File: src/hw/rtl/grid_node_boundary_response_core_assert.svh
// assertion helpers for the boundary response core
`ifndef GRID_NODE_BOUNDARY_RESPONSE_CORE_ASSERT_SVH
`define GRID_NODE_BOUNDARY_RESPONSE_CORE_ASSERT_SVH

// same-cycle implication, checked on every rising clock edge out of reset
`define GNBR_ASSERT_NOW(label, ante, cons, msg) \
  label: assert property (@(posedge clk) disable iff (!rst_n) (ante) |-> (cons)) else $error(msg);

// next-cycle implication
`define GNBR_ASSERT_NEXT(label, ante, cons, msg) \
  label: assert property (@(posedge clk) disable iff (!rst_n) (ante) |=> (cons)) else $error(msg);

`endif

File: src/hw/rtl/gnbr_pkg.sv
`default_nettype none
package gnbr_pkg;

  localparam int Q_W     = 32;
  localparam int TAG_W   = 16;
  localparam int RAD_W   = 64;
  localparam int ROOT_W  = 32;
  localparam int REM_W   = 34;
  localparam int DIV_W   = 32;
  localparam int IN_W    = 272;
  localparam int OUT_W   = 80;
  localparam int CFG_A_W = 3;

  localparam int SQ_STEPS  = 32;
  localparam int DIV_STEPS = 32;

  // pipeline stage numbers, counted from the input register
  localparam int ST_SQC    = 3;
  localparam int ST_TAN    = 6;
  localparam int ST_SQ_IN  = 7;
  localparam int ST_COL    = 10;
  localparam int ST_DV_IN  = ST_SQ_IN + SQ_STEPS + 3;
  localparam int ST_LAST   = ST_DV_IN + DIV_STEPS + 1;

  typedef enum logic [1:0] {
    KIND_NONE     = 2'd0,
    KIND_STICKY   = 2'd1,
    KIND_SEPARATE = 2'd2,
    KIND_INSIDE   = 2'd3
  } kind_t;

  typedef enum logic {
    OP_COLLIDE  = 1'b0,
    OP_FRICTION = 1'b1
  } op_t;

  typedef enum logic [CFG_A_W-1:0] {
    REG_KIND   = 3'd0,
    REG_NX     = 3'd1,
    REG_NY     = 3'd2,
    REG_AX     = 3'd3,
    REG_AY     = 3'd4,
    REG_STEP   = 3'd5,
    REG_RECIP  = 3'd6,
    REG_MU     = 3'd7
  } cfg_idx_t;

  // item data that rides alongside the arithmetic
  typedef struct packed {
    op_t                    op;
    logic [TAG_W-1:0]       tag;
    logic signed [Q_W-1:0]  vx;
    logic signed [Q_W-1:0]  vy;
    logic signed [Q_W-1:0]  cx;
    logic signed [Q_W-1:0]  cy;
    logic signed [Q_W-1:0]  fx;
    logic signed [Q_W-1:0]  fy;
    logic [RAD_W-1:0]       sqc;
    logic                   t_nz;
    logic                   sgn_x;
    logic                   sgn_y;
    logic [Q_W-1:0]         mtx;
    logic [Q_W-1:0]         mty;
    logic                   c_hit;
    logic signed [Q_W-1:0]  c_x;
    logic signed [Q_W-1:0]  c_y;
  } side_t;

  localparam logic signed [65:0] SAT_HI = 66'sd2147483647;
  localparam logic signed [65:0] SAT_LO = -66'sd2147483648;

  function automatic logic signed [Q_W-1:0] sat32(input logic signed [65:0] v);
    logic signed [Q_W-1:0] r;
    if (v > SAT_HI) begin
      r = 32'sh7fffffff;
    end else if (v < SAT_LO) begin
      r = 32'sh80000000;
    end else begin
      r = v[Q_W-1:0];
    end
    return r;
  endfunction

  function automatic logic [Q_W-1:0] mag32(input logic signed [Q_W-1:0] v);
    logic [Q_W-1:0] r;
    r = v[Q_W-1] ? Q_W'(-v) : Q_W'(v);
    return r;
  endfunction

endpackage
`default_nettype wire

File: src/hw/rtl/gnbr_div_cell.sv
`default_nettype none
module gnbr_div_cell (
  input  wire logic                       clk,
  input  wire logic                       en,
  input  wire logic [gnbr_pkg::DIV_W-1:0] n_i,
  input  wire logic [gnbr_pkg::DIV_W-1:0] rem_i,
  input  wire logic [gnbr_pkg::DIV_W-1:0] d_i,
  input  wire logic [gnbr_pkg::DIV_W-1:0] q_i,
  output logic      [gnbr_pkg::DIV_W-1:0] n_o,
  output logic      [gnbr_pkg::DIV_W-1:0] rem_o,
  output logic      [gnbr_pkg::DIV_W-1:0] d_o,
  output logic      [gnbr_pkg::DIV_W-1:0] q_o
);
  import gnbr_pkg::*;

  logic [DIV_W:0]   cur;
  logic             ge;
  logic [DIV_W-1:0] n_nxt;
  logic [DIV_W-1:0] rem_nxt;
  logic [DIV_W-1:0] q_nxt;
  logic [DIV_W-1:0] n_r;
  logic [DIV_W-1:0] rem_r;
  logic [DIV_W-1:0] d_r;
  logic [DIV_W-1:0] q_r;

  // restoring step, remainder stays below the divisor when it enters below it
  always_comb begin
    cur     = {rem_i, n_i[DIV_W-1]};
    ge      = (cur >= {1'b0, d_i});
    rem_nxt = ge ? DIV_W'(cur - {1'b0, d_i}) : cur[DIV_W-1:0];
    q_nxt   = {q_i[DIV_W-2:0], ge};
    n_nxt   = {n_i[DIV_W-2:0], 1'b0};
  end

  always_ff @(posedge clk) begin
    if (en) begin
      n_r   <= n_nxt;
      rem_r <= rem_nxt;
      d_r   <= d_i;
      q_r   <= q_nxt;
    end
  end

  assign n_o   = n_r;
  assign rem_o = rem_r;
  assign d_o   = d_r;
  assign q_o   = q_r;

endmodule
`default_nettype wire

File: config.mk
export PLATFORM = sky130hd
export DESIGN_NAME = gnbr_div_cell
export DESIGN_NICKNAME = d
export VERILOG_FILES = /design/src/hw/rtl/grid_node_boundary_response_core_assert.svh /design/src/hw/rtl/gnbr_pkg.sv /design/src/hw/rtl/gnbr_div_cell.sv
export SDC_FILE = /design/constraint.sdc
export NUM_CORES = 1
export LEC_CHECK = 0
export BUFFER_PORTS_ARGS = -buffer_cell sky130_fd_sc_hd__buf_2
export CAP_MARGIN = 25
export CORE_MARGIN = 2
export CORE_UTILIZATION = 30
export DETAILED_ROUTE_END_ITERATION = 10
export SLEW_MARGIN = 40
export SYNTH_ARGS = -nofsm -noshare
export SYNTH_HDL_FRONTEND = slang
export SYNTH_SLANG_ARGS = --single-unit
File: constraint.sdc
create_clock -name clk -period 4.96 [get_ports clk]
set_input_delay 0.496 -clock clk [delete_from_list [all_inputs] [get_ports clk]]
set_output_delay 0.496 -clock clk [all_outputs]
set_load 0.01 [all_outputs]
==> summary.txt <==
DR WL met2 - 8137 um
Syn nets - 651
Vias in the first global route - 4560
Met3 wire len - 1137 um
Layout Nets - 915
Final setup viols - 0
Fill cells - 1967
Fin. Hold Viols - 0
Initial core utilization - 30.50%
Most frequent cells after synthesis - 127 x edfxtp_1, 54 x a21oi_1, 46 x inv_1
Clock-pin slew on the worst setup and hold paths - 0.07 ns
Mapped cell area - 0.006152 sq mm
Finished Layout Cells - 1035
Core Area - 0.02017 sq mm
Via/cell ratio - 4.529
Post-synth top area cell - edfxtp_1
Status - complete, no violations
Finished Core Util - 41.32%
# hold bufs at CTS - 0
Diode count - 0
Most common cell in the netlist - edfxtp_1
Crit Path Category - input pin to flip-flop
Area growth syn-to-layout - 35.45%
Multi-input gate area - 0.002048 sq mm
Site row count - 52
Top-area cell type share of the netlist area - 61.99%
Tot GR Track Use - 14.71%
Slew HR - 53.06%
Slew at the pin closest to its max-slew limit - 0.7042 ns
Seq. cell area - 0.003814 sq mm
Worst path required time - 5.12 ns
M1 WL - 6995 um
Die Area - 0.02167 sq mm
Sum Neg Setup Slack - 0 ns
Largest net degree at the start of global routing - 91
Hold crit path type - input pin to flip-flop
Syn Area/Cell - 12.61 sq um
Wire per inst - 15.84 um
Post-synth EDFFs - 127
Clk sink count - 127
Synth top area cells - edfxtp_1 62%, ha_1 6.5%, a21oi_1 4.4%
CTS tree - done
Synth warn - 0
Top layer in use - met4
Initial antenna violation count - 0
Via count - 4688
Pwr per Cell Area - 384.6 mW/mm^2
Fin worst setup slack - 1.697 ns
Static leakage - 3.695 nW
Seq cells post-synth - 127
Final worst path period share - 65.79%
Drt drc - 0
Root buffer selected by CTS - clkbuf_16
Seq/Total Area, Yosys - 61.99%
Worst setup EP type - flip-flop
Most used flip-flop cell after synthesis - edfxtp_1
Crit path DAT - 3.43 ns
Die Wd - 147.2 um
Layout cells sized above 1 - 40.39%
Post-CTS sizing - 0
Dpl cells - 1002
Initial DRC count - 228
RD Place Congestion - 0.8092
Port Buffers - 255
Mapped Cells - 488
Number of max-cap violations - 0
Crit path max fanout - 31
Synth async-reset ratio - 0%
Post-Route WL - 16390 um
CTS max path bufs - 2
DP Worst Slack - 1.258 ns
Cell variety after synth - 50
Post-DP HPWL - 12690 um
Die height - 147.2 um
Crit start category - input pin
First-pass GRT wire length - 24360 um
RSZ-0062 raised after global routing - false
IO Count - 258
Detail Route Antenna Nets - 0
Inserted Clock Buffers - 17
Total setup buffers inserted after CTS - 0
Max Freq - 0.3064 GHz
Fin. max-slew vios - 0
DRT Pass-1 Iters - 4
Tmin final - 3.263 ns
Htree depth - 4
Max VDD drop - 0.0002094 V
Total power - 3.205 mW
Gr ovfl total - 0
[worst paths after layout]
kind,cells after the start,start,endpoint,slack [ns]
max,10,d_i[23],rem_o[24],1.70
min,1,q_i[27],q_o[28],0.25
[through the flow]
stage	hold slack, ns	instance area (sq um)
2_1_floorplan	0.5949	6152
3_3_place_gp	0.6723	7707
3_5_place_dp	0.6742	7707
4_1_cts	0.2372	8305
5_1_grt	0.2279	8333
6_report	0.2520	8333
[state kept, by name (all words and copies together) (netlist names)]
register,flops
d_o,32
rem_o,32
n_o,31
q_o,32
[per-layer routing]
layer  GRT usage, %  vias up
met5              0        -
met4          3.558        0
met3          4.658        7
met2          25.63      181
met1          17.75     2178
li1               -     2322
[report_power, final]
group,total (mW),switching [mW],internal (mW)
combinational,0.592,0.335,0.257
clock,1.27,0.517,0.757
sequential,1.34,0.0249,1.31
total,3.20,0.877,2.33
[kinds of logic after synthesis]
kind of cell,share of synthesized area [%]
other,0.06095
AOI/OAI and AO/OA,11.90
DFF,61.99
and+or+nand+nor,8.501
buffers and inverters,4.739
muxes,2.278
xor gates and xnor gates,3.701
adders and majority gates,6.833
[cell usage in the layout (no fill, tap or decap), drive strengths merged, types with 4 or more instances in the layout]
| cell type | instances |
|---|---|
| ha | 32 |
| xnor2 | 16 |
| nand2b | 7 |
| a2111oi | 4 |
| o21a | 6 |
| nand2 | 24 |
| mux2 | 8 |
| edfxtp | 127 |
| inv | 54 |
| nand3 | 8 |
| o21bai | 5 |
| a21oi | 55 |
| buf | 263 |
| clkbuf | 17 |
| xor2 | 10 |
| nand4 | 8 |
| a21o | 8 |
| nor2 | 37 |
| o21ai | 21 |
| o31ai | 7 |
[cell type report]
cell class                      instances  share of cell area (%)
Timing Repair Buffer                  263                   16.35
Tap cell                              270                   4.054
Inverter                               46                   2.072
Multi-Input combinational cell        297                   24.58
Clock inverter                         15                   2.072
Clock buffer                           17                   5.105
Sequential cell                       127                   45.77
[worst max-delay path: stages]
cell and delay, ns:
buf_2 0.08, inv_1 0.04, ha_1 0.41, and3_1 0.32, nand4_1 0.19, nor4b_1 0.43, a21o_1 0.22, o21a_2 0.61
buf_4 0.32, mux2_4 0.31
Power figures use the tool's default switching activity.
