`config.mk`:
```
export PLATFORM = sky130hd
export DESIGN_NAME = gnbr_sqrt_cell
export DESIGN_NICKNAME = d
export VERILOG_FILES = /design/src/hw/rtl/grid_node_boundary_response_core_assert.svh /design/src/hw/rtl/gnbr_pkg.sv /design/src/hw/rtl/gnbr_sqrt_cell.sv
export SDC_FILE = /design/constraint.sdc
export NUM_CORES = 1
export LEC_CHECK = 0
export BUFFER_PORTS_ARGS = -buffer_cell sky130_fd_sc_hd__buf_2
export CAP_MARGIN = 20
export CORE_UTILIZATION = 50
export CTS_BUF_LIST = sky130_fd_sc_hd__clkbuf_2
export CTS_CLUSTER_SIZE = 20
export DETAILED_ROUTE_END_ITERATION = 7
export PLACE_DENSITY = 0.83
export SLEW_MARGIN = 20
export SYNTH_ARGS = -nofsm -noshare
export SYNTH_HDL_FRONTEND = slang
export SYNTH_SLANG_ARGS = --single-unit
export TNS_END_PERCENT = 100
```
`constraint.sdc`:
```
create_clock -name clk -period 3.3 [get_ports clk]
set_input_delay 0.495 -clock clk [delete_from_list [all_inputs] [get_ports clk]]
set_output_delay 0.495 -clock clk [all_outputs]
set_load 0.01 [all_outputs]
```
`src/hw/rtl/grid_node_boundary_response_core_assert.svh`:
```
// assertion helpers for the boundary response core
`ifndef GRID_NODE_BOUNDARY_RESPONSE_CORE_ASSERT_SVH
`define GRID_NODE_BOUNDARY_RESPONSE_CORE_ASSERT_SVH

// same-cycle implication, checked on every rising clock edge out of reset
`define GNBR_ASSERT_NOW(label, ante, cons, msg) \
  label: assert property (@(posedge clk) disable iff (!rst_n) (ante) |-> (cons)) else $error(msg);

// next-cycle implication
`define GNBR_ASSERT_NEXT(label, ante, cons, msg) \
  label: assert property (@(posedge clk) disable iff (!rst_n) (ante) |=> (cons)) else $error(msg);

`endif

```
`src/hw/rtl/gnbr_pkg.sv`:
```
`default_nettype none
package gnbr_pkg;

  localparam int Q_W     = 32;
  localparam int TAG_W   = 16;
  localparam int RAD_W   = 64;
  localparam int ROOT_W  = 32;
  localparam int REM_W   = 34;
  localparam int DIV_W   = 32;
  localparam int IN_W    = 272;
  localparam int OUT_W   = 80;
  localparam int CFG_A_W = 3;

  localparam int SQ_STEPS  = 32;
  localparam int DIV_STEPS = 32;

  // pipeline stage numbers, counted from the input register
  localparam int ST_SQC    = 3;
  localparam int ST_TAN    = 6;
  localparam int ST_SQ_IN  = 7;
  localparam int ST_COL    = 10;
  localparam int ST_DV_IN  = ST_SQ_IN + SQ_STEPS + 3;
  localparam int ST_LAST   = ST_DV_IN + DIV_STEPS + 1;

  typedef enum logic [1:0] {
    KIND_NONE     = 2'd0,
    KIND_STICKY   = 2'd1,
    KIND_SEPARATE = 2'd2,
    KIND_INSIDE   = 2'd3
  } kind_t;

  typedef enum logic {
    OP_COLLIDE  = 1'b0,
    OP_FRICTION = 1'b1
  } op_t;

  typedef enum logic [CFG_A_W-1:0] {
    REG_KIND   = 3'd0,
    REG_NX     = 3'd1,
    REG_NY     = 3'd2,
    REG_AX     = 3'd3,
    REG_AY     = 3'd4,
    REG_STEP   = 3'd5,
    REG_RECIP  = 3'd6,
    REG_MU     = 3'd7
  } cfg_idx_t;

  // item data that rides alongside the arithmetic
  typedef struct packed {
    op_t                    op;
    logic [TAG_W-1:0]       tag;
    logic signed [Q_W-1:0]  vx;
    logic signed [Q_W-1:0]  vy;
    logic signed [Q_W-1:0]  cx;
    logic signed [Q_W-1:0]  cy;
    logic signed [Q_W-1:0]  fx;
    logic signed [Q_W-1:0]  fy;
    logic [RAD_W-1:0]       sqc;
    logic                   t_nz;
    logic                   sgn_x;
    logic                   sgn_y;
    logic [Q_W-1:0]         mtx;
    logic [Q_W-1:0]         mty;
    logic                   c_hit;
    logic signed [Q_W-1:0]  c_x;
    logic signed [Q_W-1:0]  c_y;
  } side_t;

  localparam logic signed [65:0] SAT_HI = 66'sd2147483647;
  localparam logic signed [65:0] SAT_LO = -66'sd2147483648;

  function automatic logic signed [Q_W-1:0] sat32(input logic signed [65:0] v);
    logic signed [Q_W-1:0] r;
    if (v > SAT_HI) begin
      r = 32'sh7fffffff;
    end else if (v < SAT_LO) begin
      r = 32'sh80000000;
    end else begin
      r = v[Q_W-1:0];
    end
    return r;
  endfunction

  function automatic logic [Q_W-1:0] mag32(input logic signed [Q_W-1:0] v);
    logic [Q_W-1:0] r;
    r = v[Q_W-1] ? Q_W'(-v) : Q_W'(v);
    return r;
  endfunction

endpackage
`default_nettype wire

```
`src/hw/rtl/gnbr_sqrt_cell.sv`:
```
`default_nettype none
module gnbr_sqrt_cell (
  input  wire logic                        clk,
  input  wire logic                        en,
  input  wire logic [gnbr_pkg::RAD_W-1:0]  v_i,
  input  wire logic [gnbr_pkg::REM_W-1:0]  rem_i,
  input  wire logic [gnbr_pkg::ROOT_W-1:0] root_i,
  output logic      [gnbr_pkg::RAD_W-1:0]  v_o,
  output logic      [gnbr_pkg::REM_W-1:0]  rem_o,
  output logic      [gnbr_pkg::ROOT_W-1:0] root_o
);
  import gnbr_pkg::*;

  logic [REM_W+1:0]  cur;
  logic [REM_W+1:0]  trial;
  logic              ge;
  logic [RAD_W-1:0]  v_nxt;
  logic [REM_W-1:0]  rem_nxt;
  logic [ROOT_W-1:0] root_nxt;
  logic [RAD_W-1:0]  v_r;
  logic [REM_W-1:0]  rem_r;
  logic [ROOT_W-1:0] root_r;

  // one root bit per cell: bring down two radicand bits, try root*4+1
  always_comb begin
    cur      = {rem_i, v_i[RAD_W-1 -: 2]};
    trial    = {2'b00, root_i, 2'b01};
    ge       = (cur >= trial);
    rem_nxt  = ge ? REM_W'(cur - trial) : cur[REM_W-1:0];
    root_nxt = {root_i[ROOT_W-2:0], ge};
    v_nxt    = {v_i[RAD_W-3:0], 2'b00};
  end

  always_ff @(posedge clk) begin
    if (en) begin
      v_r    <= v_nxt;
      rem_r  <= rem_nxt;
      root_r <= root_nxt;
    end
  end

  assign v_o    = v_r;
  assign rem_o  = rem_r;
  assign root_o = root_r;

endmodule
`default_nettype wire

```
==> results.toml, run 1 <==
[worst_setup_path]
critPathArrivalTime_ps = 3510
required_ps = 3840
cp-start-kind = "input port"
critPathCaptureType = "flip-flop"
startpoint = "root_i[16]"
slowest_stage = "dlygate4sd3_1"
worst-setup-path-type = "input port to flip-flop"
path_cells = "dlygate4sd3_1, buf_2, inv_1, ha_1, and2_1, a221oi_1, o31a_1, o221ai_1, a211oi_1, o21a_2, buf_4, nand2_1, o21ai_0"
critical_path.max_stage_delay_ps = 540
cp_max_fo = 18

[clocking]
clkSlewWorstSetupHoldPaths_ps = 210
cts_setup_buffers = 0
cts_root_buffer = "clkbuf_2"
cts_buffers = 17
cts.repair.resized = 0
cts.path.max_buffers = 2
cts_hold_buf = 93
cts_tree = "done"
clkSinkCount = 128
htree_levels = 4

[power_and_ir_drop]
power_density_mw_per_mm2 = 437.3
ir_drop_mv = 0.2005
p_seq_frac = 0.525
p_comb_frac = 0.257
power.share.clock = 0.219
internal_power_mw = 2.622
p_leak_nw = 3.975
power_switching_mw = 1.270
total_power_mw = 3.892
p_sw_frac = 0.3262

[placement]
port_buffers = 259
dp_cells = 923
globalplace.congestion = 0.8904
hpwl_mm = 12.41
place_ws_ps = 198.8

[cells_and_area]
nets = 1033
fin_cells = 1049
area_growth_pct = 40.92
postLayoutCoreUtil = 0.7317
drive_above_1_share = 0.3568
fillerInstances = 768

[floorplan]
start_util = 0.5192
core_area_mm2 = 0.01216
die_h_um = 114.4
dieArea_mm2 = 0.01308
num_io_pins = 262
num_rows = 40
die_w_um = 114.4

[sta]
hold_violations = 0
maxSlewViolCount = 0
setup_viol = 0
min_period_ps = 2967
fmax_mhz = 337.0
period_share = 0.8991
relSlewSlack = 0.3311
rsz0062_at_grt = "false"
worst_pin_slew_ps = 1003
tns_ps = 0
postLayoutSetupSlackWorst_ps = 333.0

[synth]
yosys_warnings = 0
synth-edff-count = 128
synth_area_leaders = "edfxtp_1, ha_1, nand2_1"
ys_types = 62
synth_top_area_frac = 0.6087
synth_commonest_cells = "edfxtp_1, nand2_1, inv_1"
netlist_instances = 507
synth-main-ff-cell = "edfxtp_1"
yosysMostFrequentCell = "edfxtp_1"
synthesis.area_mm2 = 0.006315
synth_area_leader_cell = "edfxtp_1"
synth-seq-cells = 128
async_reset_ff_frac = 0
seq_area_frac_synth = 0.6087
avgSynthCellArea_um2 = 12.46

[route]
vias = 5732
drtIter0Drc = 677
wire_per_inst_um = 19.70
drc = 0
dr.pass1.iters = 5
wl_mm = 20.67
ant_nets = 0
vias_per_cell = 5.464

[worst_hold_path]
hold_class = "input port to flip-flop"
min-delay-start = "rem_i[13]"
min_path_cells = 3

[global_route]
grt_util_all_layers = 0.3127
grt_pass1_wl_mm = 30.26
grt_pass1_vias = 5645
grt_start_max_net_pins = 129
grt_overflow_total = 0
antenna_found_initial = 2

[status]
status = "finished clean"

[job]
max_cap_viol_count = 0
[cell usage in the layout (no fill, tap or decap), types with 3 or more instances in the layout]
cell type and n:
a31oi_1 4, inv_1 42, edfxtp_1 128, o21ai_0 41
inv_6 3, dlygate4sd3_1 93, nand2_1 58, nand3_1 6
clkinv_4 3, o21ai_1 4, nor2_1 18, clkinv_2 3
nand2b_1 5, clkbuf_2 18, nand4_1 6, a21o_1 19
ha_1 34, mux2i_1 4, and2_1 3, a21oi_1 28
and3_2 3, o31ai_1 4, buf_2 258, clkinv_1 4
xor2_1 13, xnor2_1 14, nor3_1 10, buf_4 3
o41ai_2 3
[routing by layer]
layer,vias to the layer above,global-route usage,share of wire
li1,2583,-,-
met1,2651,0.3532,0.35
met2,402,0.5232,0.49
met3,94,0.1011,0.10
met4,2,0.1775,0.054
met5,-,0,0.00053
[worst max-delay path, delay by kind of cell]
family / cells / cell delay [ps]
AOI/OAI and AO/OA: 6 / 1340
adders and majority gates: 1 / 330
buffers and inverters: 4 / 1000
and+or+nand+nor: 2 / 330
[path summary, 6_finish.rpt]
| kind | end |
|---|---|
| worst max-delay path | rem_o[18]$_DFFE_PP_ |
| worst min-delay path | rem_o[15]$_DFFE_PP_ |
[power by group through the flow]
stage	logic [mW]	registers [mW]	clock network, mW
5_1_grt	1.07	2.05	0.920
4_1_cts	0.960	2.03	0.822
3_5_place_dp	0.867	2.07	0
3_3_place_gp	0.845	2.06	0
6_report	0.999	2.04	0.851
2_1_floorplan	0.398	2.16	0
[state kept, by name, indices dropped and copies added (netlist names)]
signal / count
rem_o: 34
v_o: 62
root_o: 32
[metrics by stage]
stage / hold WS (ps) / area, um2
after floorplan: 593.9 / 6319
after global placement: 672.9 / 7780
after detailed placement: 673.1 / 7780
after CTS: 21.80 / 8894
after global routing: 10.90 / 8899
final: 61.52 / 8899
[logic make-up after synthesis]
family          synth area share
simple gates             0.08877
fa+ha+maj                0.06737
flops                     0.6087
buf+inv                  0.04081
compound gates            0.1476
xor+xnor                 0.03745
mux                     0.008718
other cells            0.0005938
[cell type report]
cell class / count / area, um2 / area share
sequential: 128 / 3844 / 0.4319
clock inverter: 14 / 92.59 / 0.01040
inverter: 43 / 162.7 / 0.01828
antenna: 1 / 2.502 / 0.0002812
clock buffer: 18 / 90.09 / 0.01012
tap: 168 / 210.2 / 0.02362
multi-input combinational: 321 / 2218 / 0.2493
timing repair buffer: 356 / 2278 / 0.2560
Power figures use the tool's default switching activity.
==> run 2: changes to the inputs <==
CORE_UTILIZATION = 43   (was 50)
PLACE_DENSITY = 0.73   (was 0.83)
==> run 2 against run 1 <==
Against the previous run: critical path depth decreased by 2; hold slack better by 39 ps; non-clock buffer count grew 4; final cell count up 1.4%; sequential share of layout area shrank 0.45 points; die area up 16%; global-route usage fell by 6.5 points; combinational power fell by 2.0%; worst setup slack lost 29 ps; via count shrank 4.3%; maximum frequency decreased by 0.97%; sequential cell count stayed put; highest routed layer is now met4.
==> results.toml, run 2 (synthesis gave the netlist of run 1 again) <==
[status]
status = "finished clean"

[job]
max_cap_viol_count = 0

[power_and_ir_drop]
power_density_mw_per_mm2 = 443.3
p_comb_frac = 0.246
p_leak_nw = 4.023
internal_power_mw = 2.788
power.share.clock = 0.244
p_seq_frac = 0.510
power_switching_mw = 1.198
p_sw_frac = 0.3007
ir_drop_mv = 0.2229

[worst_setup_path]
crit_buf_inv = 3
cp-endpoint = "rem_o[33]$_DFFE_PP_"
path_delay_family = "compound AO/OA/AOI/OAI gates"
required_ps = 3780
worst-setup-path-type = "input port to flip-flop"
critical_path.max_stage_delay_ps = 530
critPathArrivalTime_ps = 3480
cp_max_fo = 7
critPathCaptureType = "flip-flop"
startpoint = "root_i[9]"
crit_top_cell = "o41ai_2"
critical_path_depth = 11
slowest_stage = "dlygate4sd3_1"
path_cells = "dlygate4sd3_1, buf_2, inv_1, ha_1, a21o_1, a31o_1, a211oi_4, a2111oi_4, o41ai_2, nor3_1, o41ai_2"
cp-start-kind = "input port"

[global_route]
grt_start_max_net_pins = 81
grt_pass1_wl_mm = 27.92
grt_util_all_layers = 0.2481
antenna_found_initial = 0
grt_overflow_total = 0
grt_pass1_vias = 5414

[placement]
port_buffers = 259
hpwl_mm = 12.95
globalplace.congestion = 0.9205

[route]
ant_nets = 0
highest_layer = "met4"
drc = 0
drtIter0Drc = 373
route.met3.wl_mm = 1.667
vias = 5483
wire_per_inst_um = 17.92
wl_met1_mm = 7.539
dr.pass1.iters = 5
wl_mm = 19.07
routed-wl-met2_mm = 9.383
vias_per_cell = 5.153

[cells_and_area]
drive_above_1_share = 0.3631
layout_commonest_cell = "buf_2"
ff_latch_area_mm2 = 0.003844
largest_reg_flops = 62
fillerInstances = 1093
postLayoutCoreUtil = 0.6379
final_cell_mix = "buf_2, edfxtp_1, dlygate4sd3_1"
nets = 1037
area_growth_pct = 42.40
multi_input_area_mm2 = 0.002218
diodes = 0

[clocking]
cts.repair.resized = 0
cts_setup_buffers = 0
clkSlewWorstSetupHoldPaths_ps = 190
cts_root_buffer = "clkbuf_2"
cts_tree = "done"
clkSinkCount = 128
cts.path.max_buffers = 2
htree_levels = 4
cts_buffers = 17

[floorplan]
die_h_um = 123.2
core_area_mm2 = 0.01410
die_w_um = 123.2
dieArea_mm2 = 0.01517
start_util = 0.4480
num_io_pins = 262
num_rows = 43

[sta]
setup_viol = 0
hold_violations = 0
relSlewSlack = 0.5008
fmax_mhz = 333.8
maxSlewViolCount = 0
rsz0062_at_grt = "false"
min_period_ps = 2996
tns_ps = 0
period_share = 0.9079
worst_pin_slew_ps = 748.8

[worst_hold_path]
hold_class = "input port to flip-flop"
min_path_cells = 3
run 2: changes by cell type in the layout (fill, tap and decap cells not counted):
| cell | delta |
|---|---|
| buf_4 | +4 |
| buf_6 | +1 |
| bufinv_16 | +2 |
| clkbuf_2 | +2 |
| clkbuf_8 | -1 |
| clkinv_1 | -3 |
| clkinv_2 | -1 |
| clkinv_4 | +1 |
| diode_2 | -1 |
| inv_6 | -1 |
run 2: worst min-delay path by stage:
stage,startpoint,to,slack [ps]
final,rem_i[12],rem_o[14]$_DFFE_PP_,100
after global routing,rem_i[9],rem_o[11]$_DFFE_PP_,6
after CTS,rem_i[12],rem_o[14]$_DFFE_PP_,60
after detailed placement,v_i[44],v_o[46]$_DFFE_PP_,670
after global placement,v_i[4],v_o[6]$_DFFE_PP_,670
after floorplan,root_i[9],root_o[10]$_DFFE_PP_,590
run 2: per-layer routing:
layer,GRT usage,vias up
li1,-,2603
met1,0.2900,2576
met2,0.4277,264
met3,0.07703,40
met4,0.08961,0
met5,0,-
run 2: final cells by class:
| type | instances | area share |
|---|---|---|
| clock inverter | 12 | 0.01517 |
| clock buffer | 20 | 0.01113 |
| sequential | 128 | 0.4274 |
| timing repair buffer | 360 | 0.2564 |
| multi-input combinational | 321 | 0.2467 |
| inverter | 43 | 0.01809 |
| tap | 180 | 0.02505 |
run 2: through the flow:
| stage | hold WS, ps | cell area (um2) | total power [mW] | setup slack [ps] | std cells |
|---|---|---|---|---|---|
| 2_1_floorplan | 593.9 | 6319 | 2.557 | 562.3 | 508 |
| 3_3_place_gp | 672.1 | 7825 | 2.918 | 181.9 | 939 |
| 3_5_place_dp | 673.3 | 7825 | 2.943 | 161.6 | 939 |
| 4_1_cts | 56.27 | 8992 | 3.983 | 334.8 | 1064 |
| 5_1_grt | 5.625 | 8992 | 4.177 | 147.9 | 1064 |
| 6_report | 100.8 | 8992 | 3.986 | 303.8 | 1064 |
run 2: power groups by stage:
stage          registers (mW)  logic [mW]  clock network, mW
4_1_cts                  2.03       0.968              0.985
5_1_grt                  2.05        1.07               1.06
3_5_place_dp             2.07       0.876                  0
6_report                 2.03       0.979              0.973
3_3_place_gp             2.06       0.856                  0
2_1_floorplan            2.16       0.398                  0
run 2: timing repair:
action,CTS,global route
endpoints found under the hold margin,93,0
hold buffers,93,0
endpoints found under the setup margin,0,0
==> run 3: changes to the inputs <==
RECOVER_POWER = 100   (was default)
==> run 3 against run 2 <==
Against the previous run: routed wire length is 0.18% higher; die area did not move; the run now ends with capacitance limit, slew limit left; critical path depth increased by 1; final cell count stayed put.
==> results.toml, run 3 (synthesis gave the netlist of run 1 again) <==
[cells_and_area]
largest_reg_flops = 62
area_growth_pct = 38.62
layout_commonest_cell = "clkbuf_1"
drive_above_1_share = 0.1742
diodes = 0
final_cell_mix = "clkbuf_1, edfxtp_1, dlygate4sd3_1"
nets = 1037

[route]
wl_mm = 19.11
drc = 0
wire_per_inst_um = 17.96
ant_nets = 0
drtIter0Drc = 370
vias_per_cell = 5.171
dr.pass1.iters = 5
vias = 5502

[worst_setup_path]
critPathCaptureType = "flip-flop"
worst-setup-path-type = "input port to flip-flop"
required_ps = 3790
cp_max_fo = 6
cp-start-kind = "input port"
critPathArrivalTime_ps = 3550

[worst_hold_path]
hold_class = "input port to flip-flop"

[global_route]
grt_start_max_net_pins = 81
grt_pass1_wl_mm = 27.92
grt_util_all_layers = 0.2481
antenna_found_initial = 0
grt_overflow_total = 0
grt_pass1_vias = 5414

[floorplan]
num_rows = 43
die_w_um = 123.2
dieArea_mm2 = 0.01517
num_io_pins = 262
start_util = 0.4480
core_area_mm2 = 0.01410
die_h_um = 123.2

[power_and_ir_drop]
ir_drop_mv = 0.2240
power_density_mw_per_mm2 = 450.0
p_leak_nw = 3.554

[job]
max_cap_viol_count = 1

[placement]
globalplace.congestion = 0.9205
port_buffers = 259
hpwl_mm = 12.95

[sta]
fmax_mhz = 326.3
min_period_ps = 3065
hold_violations = 0
worst_pin_slew_ps = 1962
relSlewSlack = -0.3080
setup_viol = 0
holdWs_ps = 97.14
period_share = 0.9287
rsz0062_at_grt = "false"
tns_ps = 0
maxSlewViolCount = 81

[clocking]
cts_root_buffer = "clkbuf_2"
clkSinkCount = 128
cts_setup_buffers = 0
htree_levels = 4
clkSlewWorstSetupHoldPaths_ps = 180
cts_buffers = 17
cts_tree = "done"
cts.path.max_buffers = 2

[status]
status = "finished, violations left"
violations = "capacitance limit, slew limit"
==> run 3: changes by cell type in the layout (fill, tap and decap cells not counted), sizes merged <==
cell      delta
clkbuf     +170
buf        -170
clkinv       -1
clkinvlp     +1
==> run 3: metrics by stage <==
| stage | instances | setup WS [ps] | power [mW] | utilization | area (um2) |
|---|---|---|---|---|---|
| final | 1064 | 235.3 | 3.939 | 0.6210 | 8753 |
| after global routing | 1064 | 87.11 | 4.131 | 0.6210 | 8753 |
| after CTS | 1064 | 334.8 | 3.983 | 0.6379 | 8992 |
| after detailed placement | 939 | 161.6 | 2.943 | 0.5551 | 7825 |
| after global placement | 939 | 181.9 | 2.918 | 0.5551 | 7825 |
| after floorplan | 508 | 562.3 | 2.557 | - | 6319 |
==> run 3: area by class of cell <==
| cell class | count | area, um2 |
|---|---|---|
| clock buffer | 20 | 100.1 |
| sequential | 128 | 3844 |
| tap | 180 | 225.2 |
| fill | 1203 | 5343 |
| multi-input combinational | 321 | 2213 |
| inverter | 43 | 162.7 |
| timing repair buffer | 360 | 2072 |
| clock inverter | 12 | 136.4 |
==> run 3: routing by layer <==
| metal | track usage | vias to the layer above | wire [um] |
|---|---|---|---|
| met5 | 0 | - | 0 |
| met4 | 0.08961 | 0 | 557 |
| met3 | 0.07703 | 43 | 1690 |
| met2 | 0.4277 | 276 | 9309 |
| met1 | 0.2900 | 2580 | 7548 |
| li1 | - | 2603 | - |
==> run 3: path summary, 6_finish.rpt <==
| kind | startpoint | to | slack (ps) | cells past startpoint |
|---|---|---|---|---|
| setup / recovery | root_i[15] | rem_o[33]$_DFFE_PP_ | 240 | 12 |
| hold / removal | rem_i[11] | rem_o[13]$_DFFE_PP_ | 100 | 3 |
==> run 3: where the power goes <==
| part | total [mW] | internal [mW] | switching, mW |
|---|---|---|---|
| combinational | 0.925 | 0.385 | 0.539 |
| sequential | 2.04 | 1.99 | 0.0522 |
| clock | 0.971 | 0.361 | 0.609 |
==> run 3: what timing repair did <==
action,in CTS,in global routing
endpoints found under the setup margin,0,0
hold buffers,93,0
resized for setup,0,0
endpoints found under the hold margin,93,0
==> run 3: critical path, stage by stage <==
cell and delay [ps]:
dlygate4sd3_1 530, clkbuf_1 180, inv_1 90, ha_1 300, buf_4 160, nand3_1 170
nor2_1 90, o31ai_1 260, nand3b_1 170, o41ai_2 610, nor3_1 150, o41ai_2 350
